File: src/hw/rtl/u2u_pkg.sv
package u2u_pkg;

    // Default depth of the queue between the front and the back.
    localparam int QUEUE_DEPTH_DEF = 2;

    localparam int CP_W     = 21;
    localparam int OFFSET_W = 32;

    // Largest code point for the one-, two- and three-byte UTF-8 lengths, and the first supplementary code point.
    localparam logic [CP_W-1:0] MAX_1BYTE = 21'h00007F;
    localparam logic [CP_W-1:0] MAX_2BYTE = 21'h0007FF;
    localparam logic [CP_W-1:0] MAX_3BYTE = 21'h00FFFF;
    localparam logic [CP_W-1:0] SUPP_BASE = 21'h010000;

    // Top six bits of a surrogate unit.
    localparam logic [5:0] HIGH_SURR_TAG = 6'b110110;
    localparam logic [5:0] LOW_SURR_TAG  = 6'b110111;

    // UTF-8 lead and continuation markers.
    localparam logic [1:0] CONT_TAG  = 2'b10;
    localparam logic [2:0] LEAD2_TAG = 3'b110;
    localparam logic [3:0] LEAD3_TAG = 4'b1110;
    localparam logic [4:0] LEAD4_TAG = 5'b11110;

    // One classified request handed from the front to the back.
    typedef struct packed {
        logic                is_err;
        logic [CP_W-1:0]     cp;
        logic [OFFSET_W-1:0] offset;
    } u2u_entry_t;

    // Number of UTF-8 bytes minus one for a code point.
    function automatic logic [1:0] utf8_last_pos(input logic [CP_W-1:0] cp);
        logic [1:0] r;
        if (cp <= MAX_1BYTE) begin
            r = 2'd0;
        end else if (cp <= MAX_2BYTE) begin
            r = 2'd1;
        end else if (cp <= MAX_3BYTE) begin
            r = 2'd2;
        end else begin
            r = 2'd3;
        end
        return r;
    endfunction

    // UTF-8 byte at position pos of the encoding of cp.
    function automatic logic [7:0] utf8_byte(input logic [CP_W-1:0] cp,
                                             input logic [1:0] pos);
        logic [7:0] b;
        logic [1:0] lp;
        lp = utf8_last_pos(cp);
        case (lp)
            2'd0: b = cp[7:0];
            2'd1: b = (pos == 2'd0) ? {LEAD2_TAG, cp[10:6]} : {CONT_TAG, cp[5:0]};
            2'd2:
            begin
                case (pos)
                    2'd0:    b = {LEAD3_TAG, cp[15:12]};
                    2'd1:    b = {CONT_TAG, cp[11:6]};
                    default: b = {CONT_TAG, cp[5:0]};
                endcase
            end
            default:
            begin
                case (pos)
                    2'd0:    b = {LEAD4_TAG, cp[20:18]};
                    2'd1:    b = {CONT_TAG, cp[17:12]};
                    2'd2:    b = {CONT_TAG, cp[11:6]};
                    default: b = {CONT_TAG, cp[5:0]};
                endcase
            end
        endcase
        return b;
    endfunction

endpackage

File: src/hw/rtl/utf16_to_utf8_transcoder.sv
// The completing byte's request is registered in the queue, then in the output register.
// Throughput: one input byte per cycle while the queue has room; the back sends one
// UTF-8 byte per cycle while the queue holds a request and the output is not stalled.
// Reset (rst_n, asynchronous, active low) clears pairing state, byte counter, queue,
// output valid and selects little-endian order.
module utf16_to_utf8_transcoder #(
    parameter int QUEUE_DEPTH = u2u_pkg::QUEUE_DEPTH_DEF
) (
    input  logic        clk,
    input  logic        rst_n,
    input  logic        cfg_we,
    input  logic        cfg_wdata,
    input  logic        in_valid,
    output logic        in_ready,
    input  logic [7:0]  in_byte,
    output logic        out_valid,
    input  logic        out_ready,
    output logic [7:0]  out_byte,
    output logic        last,
    output logic        error,
    output logic [31:0] error_offset
);
    import u2u_pkg::*;

    // Front side of the queue: the front pushes one classified request per
    // completed unit that produces output (a data code point or an error).
    logic       push;
    u2u_entry_t push_entry;
    logic       q_full;

    // Back side of the queue: the back expands the head request into UTF-8
    // bytes and pops it once its final byte has gone into the output register.
    logic       pop;
    logic       q_not_empty;
    u2u_entry_t head;

    // The front pairs bytes into units, pairs surrogates and counts bytes.
    u2u_front u_front (
        .clk        (clk),
        .rst_n      (rst_n),
        .cfg_we     (cfg_we),
        .cfg_wdata  (cfg_wdata),
        .in_valid   (in_valid),
        .in_ready   (in_ready),
        .in_byte    (in_byte),
        .q_full     (q_full),
        .push       (push),
        .push_entry (push_entry)
    );

    // The queue lets the front keep taking bytes while the back drains a
    // multi-byte code point or waits on a stalled output.
    u2u_queue #(
        .DEPTH (QUEUE_DEPTH)
    ) u_queue (
        .clk        (clk),
        .rst_n      (rst_n),
        .push       (push),
        .push_entry (push_entry),
        .full       (q_full),
        .pop        (pop),
        .not_empty  (q_not_empty),
        .head       (head)
    );

    // The back owns the output register, so a result waiting on out_ready
    // stops the front from accepting input only once the queue is full.
    u2u_back u_back (
        .clk          (clk),
        .rst_n        (rst_n),
        .q_not_empty  (q_not_empty),
        .head         (head),
        .pop          (pop),
        .out_valid    (out_valid),
        .out_ready    (out_ready),
        .out_byte     (out_byte),
        .last         (last),
        .error        (error),
        .error_offset (error_offset)
    );

endmodule

File: src/hw/rtl/u2u_front.sv
module u2u_front (
    input  logic                clk,
    input  logic                rst_n,
    input  logic                cfg_we,
    input  logic                cfg_wdata,
    input  logic                in_valid,
    output logic                in_ready,
    input  logic [7:0]          in_byte,
    input  logic                q_full,
    output logic                push,
    output u2u_pkg::u2u_entry_t push_entry
);
    import u2u_pkg::*;

    logic                big_endian_reg;
    logic                have_first_reg, have_first_next;
    logic [7:0]          first_byte_reg, first_byte_next;
    logic                pending_reg, pending_next;
    logic [9:0]          high_bits_reg, high_bits_next;
    logic [OFFSET_W-1:0] byte_index_reg, byte_index_next;
    logic                accept;
    logic [15:0]         unit;
    logic                is_high;
    logic                is_low;

    // A first byte never produces a request, so it is taken even when full.
    assign in_ready = !q_full || !have_first_reg;
    assign accept   = in_valid && in_ready;

    assign unit    = big_endian_reg ? {first_byte_reg, in_byte} : {in_byte, first_byte_reg};
    assign is_high = (unit[15:10] == HIGH_SURR_TAG);
    assign is_low  = (unit[15:10] == LOW_SURR_TAG);

    always_comb
    begin
        have_first_next   = have_first_reg;
        first_byte_next   = first_byte_reg;
        pending_next      = pending_reg;
        high_bits_next    = high_bits_reg;
        byte_index_next   = byte_index_reg;
        push              = 1'b0;
        push_entry.is_err = 1'b0;
        push_entry.cp     = {5'd0, unit};
        push_entry.offset = byte_index_reg;
        if (accept) begin
            if (byte_index_reg != {OFFSET_W{1'b1}}) begin
                byte_index_next = byte_index_reg + 1'b1;
            end
            if (!have_first_reg) begin
                have_first_next = 1'b1;
                first_byte_next = in_byte;
            end else begin
                have_first_next = 1'b0;
                if (pending_reg) begin
                    // Either a complete pair or a broken one; both clear the pairing.
                    push              = 1'b1;
                    push_entry.is_err = !is_low;
                    push_entry.cp     = {1'b0, high_bits_reg, unit[9:0]} + SUPP_BASE;
                    pending_next      = 1'b0;
                    high_bits_next    = 10'd0;
                end else if (is_high) begin
                    pending_next   = 1'b1;
                    high_bits_next = unit[9:0];
                end else begin
                    push              = 1'b1;
                    push_entry.is_err = is_low;
                end
            end
        end
    end

    always_ff @(posedge clk or negedge rst_n)
    begin
        if (!rst_n) begin
            big_endian_reg <= 1'b0;
            have_first_reg <= 1'b0;
            first_byte_reg <= 8'd0;
            pending_reg    <= 1'b0;
            high_bits_reg  <= 10'd0;
            byte_index_reg <= '0;
        end else begin
            if (cfg_we) begin
                big_endian_reg <= cfg_wdata;
            end
            have_first_reg <= have_first_next;
            first_byte_reg <= first_byte_next;
            pending_reg    <= pending_next;
            high_bits_reg  <= high_bits_next;
            byte_index_reg <= byte_index_next;
        end
    end

endmodule

File: src/hw/rtl/u2u_queue.sv
module u2u_queue #(
    parameter int DEPTH = u2u_pkg::QUEUE_DEPTH_DEF
) (
    input  logic                clk,
    input  logic                rst_n,
    input  logic                push,
    input  u2u_pkg::u2u_entry_t push_entry,
    output logic                full,
    input  logic                pop,
    output logic                not_empty,
    output u2u_pkg::u2u_entry_t head
);
    import u2u_pkg::*;

    localparam int PW = (DEPTH > 1) ? $clog2(DEPTH) : 1;
    localparam int CW = $clog2(DEPTH + 1);

    u2u_entry_t      entries_reg [DEPTH];
    logic [PW-1:0]   wr_ptr_reg, wr_ptr_next;
    logic [PW-1:0]   rd_ptr_reg, rd_ptr_next;
    logic [CW-1:0]   count_reg, count_next;

    assign full      = (count_reg == CW'(DEPTH));
    assign not_empty = (count_reg != '0);
    assign head      = entries_reg[rd_ptr_reg];

    always_comb
    begin
        wr_ptr_next = wr_ptr_reg;
        rd_ptr_next = rd_ptr_reg;
        count_next  = count_reg;
        if (push) begin
            wr_ptr_next = (wr_ptr_reg == PW'(DEPTH - 1)) ? '0 : wr_ptr_reg + 1'b1;
        end
        if (pop) begin
            rd_ptr_next = (rd_ptr_reg == PW'(DEPTH - 1)) ? '0 : rd_ptr_reg + 1'b1;
        end
        if (push && !pop) begin
            count_next = count_reg + 1'b1;
        end else if (pop && !push) begin
            count_next = count_reg - 1'b1;
        end
    end

    always_ff @(posedge clk)
    begin
        if (push) begin
            entries_reg[wr_ptr_reg] <= push_entry;
        end
    end

    always_ff @(posedge clk or negedge rst_n)
    begin
        if (!rst_n) begin
            wr_ptr_reg <= '0;
            rd_ptr_reg <= '0;
            count_reg  <= '0;
        end else begin
            wr_ptr_reg <= wr_ptr_next;
            rd_ptr_reg <= rd_ptr_next;
            count_reg  <= count_next;
        end
    end

endmodule

File: src/hw/rtl/u2u_back.sv
module u2u_back (
    input  logic                clk,
    input  logic                rst_n,
    input  logic                q_not_empty,
    input  u2u_pkg::u2u_entry_t head,
    output logic                pop,
    output logic                out_valid,
    input  logic                out_ready,
    output logic [7:0]          out_byte,
    output logic                last,
    output logic                error,
    output logic [31:0]         error_offset
);
    import u2u_pkg::*;

    logic                out_valid_reg, out_valid_next;
    logic [7:0]          out_byte_reg;
    logic                last_reg;
    logic                error_reg;
    logic [OFFSET_W-1:0] offset_reg;
    logic [1:0]          pos_reg, pos_next;
    logic                load;
    logic                final_byte;

    assign load       = q_not_empty && (!out_valid_reg || out_ready);
    assign final_byte = head.is_err || (pos_reg == utf8_last_pos(head.cp));
    assign pop        = load && final_byte;

    always_comb
    begin
        out_valid_next = out_valid_reg;
        pos_next       = pos_reg;
        if (load) begin
            out_valid_next = 1'b1;
            pos_next       = final_byte ? 2'd0 : pos_reg + 1'b1;
        end else if (out_ready) begin
            out_valid_next = 1'b0;
        end
    end

    always_ff @(posedge clk)
    begin
        if (load) begin
            out_byte_reg <= head.is_err ? 8'd0 : utf8_byte(head.cp, pos_reg);
            last_reg     <= final_byte;
            error_reg    <= head.is_err;
            offset_reg   <= head.is_err ? head.offset : '0;
        end
    end

    always_ff @(posedge clk or negedge rst_n)
    begin
        if (!rst_n) begin
            out_valid_reg <= 1'b0;
            pos_reg       <= 2'd0;
        end else begin
            out_valid_reg <= out_valid_next;
            pos_reg       <= pos_next;
        end
    end

    assign out_valid    = out_valid_reg;
    assign out_byte     = out_byte_reg;
    assign last         = last_reg;
    assign error        = error_reg;
    assign error_offset = offset_reg;

endmodule

File: config.mk
export PLATFORM = sky130hd
export DESIGN_NAME = utf16_to_utf8_transcoder
export DESIGN_NICKNAME = d
export VERILOG_FILES = /design/src/hw/rtl/u2u_pkg.sv /design/src/hw/rtl/utf16_to_utf8_transcoder.sv /design/src/hw/rtl/u2u_front.sv /design/src/hw/rtl/u2u_queue.sv /design/src/hw/rtl/u2u_back.sv
export SDC_FILE = /design/constraint.sdc
export NUM_CORES = 1
export LEC_CHECK = 0
export ABC_CLOCK_PERIOD_IN_PS = 10100
export BUFFER_PORTS_ARGS = -buffer_cell sky130_fd_sc_hd__buf_2
export CAP_MARGIN = 10
export CORE_ASPECT_RATIO = 0.5
export CORE_MARGIN = 1
export CORE_UTILIZATION = 50
export DETAILED_ROUTE_END_ITERATION = 6
export PLACE_DENSITY_LB_ADDON = 0.15
export REMOVE_ABC_BUFFERS = 1
export SLEW_MARGIN = 15
export SYNTH_ARGS = -nofsm -noshare
export SYNTH_HDL_FRONTEND = slang
export SYNTH_SLANG_ARGS = --single-unit
File: constraint.sdc
create_clock -name clk -period 10.1 [get_ports clk]
set_input_delay 0.505 -clock clk [delete_from_list [all_inputs] [get_ports clk]]
set_output_delay 0.505 -clock clk [all_outputs]
set_load 0.02 [all_outputs]
### After elaboration in Yosys (flattened, before gate mapping)

Memories as Yosys holds them, arrays and structs flattened.
Index checks and enable logic that the tools add are counted.
W data, S select, Z words.

| operators by class | value |
|---|---|
| order comparisons | 3 |
| reduce and logical (&&, ||, !) cells | 24 |
| equality and inequality tests | 9 |
| add/sub/neg operators | 7 |
| bitwise gates (word level) | 1 |
| mux-type cells | 32 |
| div/mod/pow operators | 0 |
| $mul | 0 |
| shift operators | 0 |

Operators with widths:

| kind | count |
|---|---|
| $mux W22 | 2 |
| $add A32 B1 Y32 const B | 1 |
| $ne A32 B32 Y1 const B | 1 |
| $pmux W8 S3 | 1 |
| $add A20 B17 Y21 const B | 1 |
| $le A21 B11 Y1 const B | 1 |
| $le A21 B16 Y1 const B | 1 |
| $le A21 B7 Y1 const B | 1 |
| $mux W21 | 1 |
| $pmux W7 S3 | 1 |
| $mux W10 | 2 |
| $mux W1 | 16 |
| $mux W16 | 1 |
| $pmux W7 S2 | 1 |
| $eq A6 B6 Y1 const B | 2 |
| $mux W2 | 6 |
| $reduce_bool A2 Y1 | 4 |
| $mux W7 | 1 |
| $eq A2 B2 Y1 const B | 3 |
| $logic_not A1 Y1 | 6 |
| $reduce_and A2 Y1 | 3 |
| $logic_and A1 B1 Y1 | 5 |
| $add A2 B1 Y2 const B | 2 |
| $eq A2 B1 Y1 const B | 2 |
| 7 further kinds | 11 |

| word-level totals | value |
|---|---|
| memories kept | 1 |
| bits of input ports | 14 |
| memory bits (writable) | 108 |
| output and inout bits | 44 |
| ROM bits | 0 |
| bits in latches | 0 |
| register bits after elaboration | 102 |
| logic and storage cells | 92 |

Memories:

| name | words | width | read ports | clocked after Yosys merged registers in | write ports | RTL line | RTL |
|---|---|---|---|---|---|---|---|
| u_queue.entries_reg | 2 | 54 | 1 | 0 | 1 | u2u_queue.sv:18 | `u2u_entry_t entries_reg [DEPTH];` |

### Longest topological paths before layout

Gate-level depths: netlist of the first run.
An unclocked memory read counts as a cell.

| depth | value |
|---|---|
| depth in word-level cells | 11 |
| depth in mapped cells | 12 |
| gate-level depth less buffers | 11 |

### Modules after synthesis

From an unflattened synthesis of the first run, not the netlist that was laid out.

| second synthesis, totals | value |
|---|---|
| cell total of the unflattened synthesis | 629 |
| area, all modules | 9305.2 um2 |

Modules (own cells, without submodules):

| module | area each (um2) | seq. area each (um2) | cells each | instances |
|---|---|---|---|---|
| u2u_queue | 4335.4 | 3343.2 | 184 | 1 |
| u2u_front | 2728.9 | 1326.3 | 256 | 1 |
| u2u_back | 2240.9 | 1336.3 | 189 | 1 |

### Least setup slack after synthesis of the first run

OpenSTA, ideal clock, no wires.

| timing | value |
|---|---|
| kind | register to register |
| start | reg u_front.big_endian_reg |
| end | mem u_queue.entries_reg[0][0] (netlist name) (enable) |
| path buffers | 1 |
| cell stages (with the launch flop) | 7 |
| arrival | 3.651 ns |
| slack | 5.977 ns |
| period minus slack after synthesis | 4.123 ns |
| library setup time | 0.472 ns |
| data required time | 9.628 ns |
| path through | dfrtp_1 clkbuf_1 inv_1 nand4_1 a21boi_1 a21oi_1 nor2b_1 |

| between the ends | value |
|---|---|
| word-level cells in the longest chain between the ends | 8 |

RTL lines:

| element | RTL line | RTL |
|---|---|---|
| start: declaration | u2u_front.sv:15 | `logic big_endian_reg;` |
| start signal: assignment | u2u_front.sv:83 | `big_endian_reg <= cfg_wdata;` |
| $mux W16 | u2u_front.sv:30 | `assign unit = big_endian_reg ? {first_byte_reg, in_byte} : {in_byte, first_byte_reg};` |
| $eq A6 B6 Y1 | u2u_front.sv:31 | `assign is_high = (unit[15:10] == HIGH_SURR_TAG);` |
| $mux W1 | u2u_front.sv:61 | `end else if (is_high) begin` |
| $mux W1 | u2u_front.sv:54 | `if (pending_reg) begin` |
| $mux W1 | u2u_front.sv:49 | `if (!have_first_reg) begin` |
| $mux W1 | u2u_front.sv:45 | `if (accept) begin` |
| net push | utf16_to_utf8_transcoder.sv:27 | `logic push;` |
| $mux W1 | u2u_queue.sv:47 | `if (push) begin` |
| $mux W1 (not written as such) | u2u_queue.sv:48 | `entries_reg[wr_ptr_reg] <= push_entry;` |
| end: declaration | u2u_queue.sv:18 |  |

The timed path passes the listed nets, and every way through them passes these cells.

### Worst setup path in the final report of the first run

| timing | value |
|---|---|
| start | reg u_queue.rd_ptr_reg |
| end | reg u_back.out_byte_reg[5] (netlist: u_back.out_byte[5]), data pin |

| between the ends | value |
|---|---|
| word-level cells in the longest chain between the ends | 8 |
| elaborated cells on any way between the ends | 15 |
| those cells by class | order compare: 3; eq/ne: 2; mux: 8; reduce/logical: 1; memory: 1 |

RTL lines:

| element | RTL line | RTL |
|---|---|---|
| start: declaration | u2u_queue.sv:20 | `logic [PW-1:0] rd_ptr_reg, rd_ptr_next;` |
| start signal: assignment | u2u_queue.sv:60 | `rd_ptr_reg <= rd_ptr_next;` |
| $mem_v2 Z2 W54 (*) | -- |  |
| $le A21 B16 Y1 | u2u_pkg.sv:39 | `end else if (cp <= MAX_3BYTE) begin` |
| $mux W1 | u2u_pkg.sv:39 |  |
| $mux W2 | u2u_pkg.sv:37 | `end else if (cp <= MAX_2BYTE) begin` |
| $mux W2 | u2u_pkg.sv:35 | `if (cp <= MAX_1BYTE) begin` |
| $mux W2 | u2u_back.sv:43 | `if (load) begin` |
| $eq A2 B2 Y1, or another cell as far along | u2u_pkg.sv:53 | `case (lp)` |
| $pmux W8 S3 | u2u_pkg.sv:53 |  |
| end signal: assignment | u2u_back.sv:44 | `out_byte_reg <= head.is_err ? 8'd0 : utf8_byte(head.cp, pos_reg);` |
| end: declaration | u2u_back.sv:17 | `logic [7:0] out_byte_reg;` |

Mark *: on every way between the ends. The rest lies on a longest branch, timed or not. The select of a mux whose other input is x is not followed.
A chain may end at the register's enable or synchronous reset.

==> results of run 1 <==
==> path summary, 6_finish.rpt <==
check | slack [ns] | endpoint | startpoint
worst max-delay path | 6.35 | u_back.out_byte[5] | u_queue.rd_ptr_reg
worst min-delay path | 0.18 | u_front.byte_index_reg[2] | rst_n
worst max register to register | 6.35 | u_back.out_byte[5] | u_queue.rd_ptr_reg
worst min register to register | 0.47 | u_front.high_bits_reg[0] | u_front.high_bits_reg[0]
max in group asynchronous | 9.32 | u_queue.rd_ptr_reg | rst_n
min in group clk | 0.21 | u_front.big_endian_reg | cfg_we
==> final cells by class <==
cell class / count / area (µm²) / share of cell area
flip-flops and latches: 210 / 6010 / 0.598
inverters: 13 / 48.8 / 0.00486
multi-input cells: 377 / 2730 / 0.271
well taps: 227 / 284 / 0.0283
repair buffers: 63 / 330 / 0.0329
clock inverters: 8 / 91.3 / 0.00909
clock buffers: 28 / 561 / 0.0558
==> power by group through the flow <==
stage               clock network [mW]  registers, mW  logic [mW]
global placement                     0           1.38       0.844
CTS                              0.756           1.37       0.851
finish                           0.739           1.37       0.837
detailed placement                   0           1.39       0.847
floorplan                            0           1.50       0.459
global route                     0.791           1.40       0.922
==> cell usage after synthesis (4+ instances only) <==
library cell | n | share of area
mux2_2 | 29 | 0.037
edfxtp_1 | 150 | 0.51
xnor2_1 | 31 | 0.031
dfrtp_1 | 60 | 0.17
xor2_1 | 9 | 0.0089
a31oi_1 | 5 | 0.0035
inv_1 | 12 | 0.0051
o21ai_0 | 8 | 0.0045
nand2_1 | 44 | 0.019
and2_1 | 6 | 0.0042
nand4_1 | 20 | 0.014
mux2i_1 | 46 | 0.052
mux2_1 | 5 | 0.0063
a21oi_1 | 13 | 0.0073
and3_1 | 13 | 0.0092
nand3_1 | 24 | 0.014
buf_2 | 5 | 0.0028
ha_1 | 12 | 0.017
nor2_1 | 56 | 0.024
a211oi_1 | 8 | 0.0068
o22ai_1 | 5 | 0.0035
o21ai_1 | 4 | 0.0023
clkbuf_1 | 16 | 0.0068
==> kinds of logic after synthesis <==
family	count (synthesis)	share of synthesized area
fa+ha+maj	12	0.0169
simple gates	183	0.103
xor+xnor	40	0.0395
flops	210	0.677
mux	80	0.0951
compound gates	62	0.0508
buf+inv	36	0.0176
==> metal layers <==
layer	global-route usage	vias up	part of all wire
li1	-	2439	-
met1	0.258	2471	0.48
met2	0.310	82	0.47
met3	0.0346	21	0.032
met4	0.0473	0	0.017
met5	0	-	0
==> through the flow <==
stage	setup slack, ns	util	cell area [µm²]
floorplan	5.67	-	8760
global placement	6.45	0.558	9400
detailed placement	6.36	0.558	9400
CTS	6.33	0.597	10000
global route	6.12	0.597	10000
finish	6.35	0.597	10000
==> impl_results.md, run 1 <==
* Status: completed
* Endpoints failing setup at 0
* Power Density at roughly 290 nW/µm²
* Buf+Inv Stages, Crit Path at 1
* Initial Util at 0.526
* Worst-path clk slew at about 0.07 ns
* Routed len/inst at 17.7 µm
* DIE HEIGHT at 96.2 µm
* Drt via density at 5.41
* Internal at 1.97 mW
* Crit path DAT at 3.96 ns
* Worst Tran Pin Value at 1.01 ns
* CP Max Fanout at 43
* Antenna fix cells at 0
* Asr flop ratio synth at 0.286
* Worst-case clock buffer depth at 3
* CTS Root Cell: clkbuf_16
* Worst endpoint required time at about 10 ns
* Share of layout cells above drive strength 1 at 0.197
* Vias in the first global route at 4925
* Final net count at 711
* Largest net degree at the start of global routing at 61
* Drt first pass iters at 4
* Yosys Warn Count at 0
* Worst skew pair latency at roughly 0.50 ns
* Fin crit share at 0.371
* Rows at 33
* # DRC at 0
* Mapped Area at 8870 µm²
* Non-filler cells, final at 926
* Post-placement cell count at 890
* Type of the worst setup path: flip-flop to flip-flop
* VDD IR max at between 0.15 and 0.2 mV
* Max stage delay cell, worst path: buf_4
* Max H-tree Level at 1
* Combinational group share of total power at 0.284
* Max Slew Vio Count at 0
* ANT nets after route at 0
* Mean Syn Cell Area at roughly 14 µm²
* Initial antenna violation count at 0
* Setup TNS at 0 ns
* Post-CTS Resized at 0
* Number of flip-flops in the largest register at 108
* Largest delay share family, worst path: simple AND/OR/NAND/NOR gates
* Final Hold Viols at 0
* HP Class: input pin to async pin
* Buffers on Ports at 57
* Die area at 18300 µm²
* CP Launch Type: flip-flop
* Leakage at around 4.0 nW
* CTS tree: built
* Hold slack at around 0.18 ns
* DR vias at 5013
* Clock skew at 0.0146 ns
* Power share of the sequential group at 0.465
* RSZ-0062 raised after global routing: no
* I/O Pins at 58
* Switching power at 0.974 mW
* Hold buffers post-CTS at 0
* Post-synth EDFFs at 150
* # clock sinks at between 200 and 250
* Critical path endpoint category: flip-flop
* Register bit total from synthesis at 210
* Worst path depth at 10
* Top FF cell, synth: edfxtp_1
* Post-CTS setup repair buffer count at 0
* R2R depth at 10
* Netlist cell types at 55
* Max incr delay on CP at 0.68 ns
* CP cell instances: buf_4 > nor4b_1 > a22oi_1 > nand3b_2 > ha_1 > a21oi_1 > nor2_1 > or2_2 > a221oi_1 > a211oi_1
* Gpl congestion at between 0.8 and 0.9
* Std-Cell Core Area at 16800 µm²
* Sequential share of the synthesized area at 0.677
* Final min period at around 3.7 ns
* Achievable frequency at 0.267 GHz
* Total global routing overflow at 0
* Clk network pwr share at 0.251
* Most frequent cells in the layout: edfxtp_1 (150), dfrtp_1 (59), buf_2 (57)
* Tot GR Track Use at 0.187
* Drt first-iter violations at 265
* Layout fillers at around 1300
* MaxCap Viol Count at 0
* Final wirelength at 16.4 mm
* Switching Fraction at 0.331
* Number of buffers created by CTS at 20
* Global-route wire length before repair at 26.2 mm
* Relative slew slack at 0.323
* Die width at 190 µm
* Tot Pwr at 2.94 mW
* Synthesized netlist cell count at 623
* Area grow syn2layout at 13.3%
* Detailed placer's ending HPWL at 10.5 mm
* Most common cell after layout, fill and taps aside: edfxtp_1
Note: power is estimated with default switching activity, not from simulation.
==> run 2, diff against run 1 <==
- ABC_CLOCK_PERIOD_IN_PS: 10100 -> 3600
- clock period: 10.1 -> 3.6 ns (I/O delays scaled with it)
==> run 2 against run 1 <==
Register-to-register slack got worse by 5.9 ns. Flip-flop and latch count is the same. Critical path type unchanged. Cell count up 1.9%. Critical endpoint unchanged. Highest routed layer unchanged.
==> impl_results.md, run 2 (synthesis gave the netlist of run 1 again) <==
* Status: completed
* Worst-path clk slew at 0.06 ns (about the same)
* Final min period at 3.20 ns (-0.552 ns)
* CTS Root Cell: clkbuf_16
* Final Hold Viols at 0 (unchanged)
* Drt first-iter violations at 189 (-29%)
* I/O Pins at 58 (unchanged)
* Global-route wire length before repair at 26.6 mm (+1.4%)
* Initial Util at 0.526 (unchanged)
* Most frequent cells in the layout: edfxtp_1 (150), dfrtp_1 (59), buf_2 (57)
* ANT nets after route at 0 (unchanged)
* Final wirelength at 16.6 mm (+0.94%)
* Vias in the first global route at 4979 (+1.1%)
* Die width at 190 µm (unchanged)
* Number of buffers created by CTS at 20 (unchanged)
* Tot GR Track Use at 0.190 (+0.00258)
* Most common cell after layout, fill and taps aside: edfxtp_1
* Clock skew at 0.0159 ns (+0.00133 ns)
* # DRC at 0 (unchanged)
* Worst-case clock buffer depth at 3 (unchanged)
* Largest net degree at the start of global routing at 46 (-25%)
* R2r setup slk at 0.40 ns (-5.95 ns)
* Placed Area at 9440 µm² (+0.40%)
* Rows at 33 (unchanged)
* Max Slew Vio Count at 0 (unchanged)
* Hold buffers post-CTS at 13 (+13)
* Power Density at 810 nW/µm² (+180%)
* FF-to-FF End: u_back.out_byte[5]
* VDD IR max at 0.414 mV (+140%)
* Top Usage Layer GRT: met2
* MaxCap Viol Count at 0 (unchanged)
* Finished Cell Area at 10200 µm² (+1.8%)
* RSZ-0062 raised after global routing: no
* Leakage at 4.05 nW (+2.5%)
* # clock sinks at 210 (unchanged)
* Achievable frequency at 0.313 GHz (+17%)
* Drt via density at 5.40 (-0.30%)
* Area grow syn2layout at 15.3%
* Crit path DAT at 3.41 ns (-0.55 ns)
* Met1 Usage GRT at 0.259 (+0.00100)
* Final net count at 729 (+2.5%)
* Worst Tran Pin Value at 1.01 ns (-0.000587 ns)
* Initial antenna violation count at 0 (unchanged)
* Total global routing overflow at 0 (unchanged)
* CTS tree: built
* Detailed placer's ending HPWL at 11.0 mm (+4.1%)
* Met2 GRT Util at 0.321 (+0.0109)
* Routed len/inst at 17.6 µm (-0.99%)
* Gpl congestion at 0.834 (+1.1%)
* Dpl ws at 0.446 ns (-5.92 ns)
* Worst endpoint required time at 3.82 ns (-6.49 ns)
* Worst skew pair latency at 0.50 ns (about the same)
* Routing usage on met3 at 0.0295 (-0.00510)
* Final WS setup at 0.404 ns (-5.95 ns)
* Max H-tree Level at 1 (unchanged)
* Setup TNS at 0 ns (unchanged)
* Drt first pass iters at 4 (unchanged)
* Critical path endpoint category: flip-flop
* DR vias at 5095 (+1.6%)
* Type of the worst setup path: flip-flop to flip-flop
* FF-to-FF Start: u_queue.rd_ptr_reg
* HP Class: input pin to async pin
* Endpoints failing setup at 0 (unchanged)
* Share of layout cells above drive strength 1 at 0.205 (+0.00760)
* Relative slew slack at 0.323 (+0.000392)
* Std-Cell Core Area at 16800 µm² (unchanged)
* Antenna fix cells at 0 (unchanged)
* Buffers on Ports at 57 (unchanged)
* Fin crit share at 0.888 (+0.517)
* Number of flip-flops in the largest register at 108 (unchanged)
* DIE HEIGHT at 96.2 µm (unchanged)
* R2R depth at 10 (unchanged)
* Post-CTS setup repair buffer count at 0 (unchanged)
* Die area at 18300 µm² (unchanged)
* CP Launch Type: flip-flop
* CP Max Fanout at 18 (-58%)
* Layout fillers at 1303 (-0.69%)
* Post-CTS Resized at 0 (unchanged)
[run 2: changes by cell type in the layout (fill, tap and decap cells not counted), sizes merged]
cell	delta
buf	+5
clkinvlp	-1
dlygate4sd3	+13
clkinv	+2
bufinv	-1
[run 2: worst max path at each step]
stage | start | to | slack, ns | depth (start not counted)
2_1_floorplan | u_queue.rd_ptr_reg | u_queue.count_reg[1] | -0.83 | 7
3_3_place_gp | u_queue.rd_ptr_reg | u_back.out_byte[5] | 0.49 | 10
3_5_place_dp | u_queue.rd_ptr_reg | u_back.out_byte[5] | 0.45 | 10
4_1_cts | u_queue.rd_ptr_reg | u_back.out_byte[5] | 0.39 | 10
5_1_grt | u_queue.rd_ptr_reg | u_back.out_byte[5] | 0.1 | 10
6_report | u_queue.rd_ptr_reg | u_back.out_byte[5] | 0.40 | 10
[run 2: worst max-delay path, stage by stage, from the launching register on]
cell and delay, ns:
dfrtp_2 0.62, buf_4 0.25, nor4b_1 0.27, a22oi_1 0.19
nand3b_2 0.28, ha_1 0.34, a21oi_1 0.18, nor2_1 0.06
or2_2 0.34, a221oi_1 0.32, a211oi_1 0.08
[run 2: layout make-up]
type	instances	area, µm²	share of cell area
Sequential cell	210	6010	0.587
Clock inverter	8	58.8	0.00575
Inverter	13	48.8	0.00477
Multi-Input combinational cell	377	2730	0.267
Tap cell	227	284	0.0278
Timing Repair Buffer	81	498	0.0487
Clock buffer	28	603	0.0590
[run 2: report_power, final]
part | leakage, nW | total, mW | switching [mW] | internal [mW]
logic | 1.52 | 2.36 | 1.49 | 0.871
registers | 2.19 | 3.84 | 0.346 | 3.50
clock network | 0.331 | 2.08 | 0.895 | 1.18
[run 2: stage by stage]
stage | cells | util | total power [mW] | hold slack [ns]
2_1_floorplan | 600 | - | 5.51 | -0.116
3_3_place_gp | 895 | 0.560 | 6.24 | 0.374
3_5_place_dp | 895 | 0.560 | 6.28 | 0.394
4_1_cts | 944 | 0.607 | 8.40 | 0.403
5_1_grt | 944 | 0.607 | 8.73 | 0.484
6_report | 944 | 0.607 | 8.28 | 0.368
[run 2: metal layers]
| layer | vias up | share of wire | wire length (µm) |
|---|---|---|---|
| li1 | 2479 | - | - |
| met1 | 2524 | 0.48 | 7920 |
| met2 | 62 | 0.48 | 7890 |
| met3 | 30 | 0.024 | 393 |
| met4 | 0 | 0.022 | 373 |
| met5 | - | 0 | 0 |
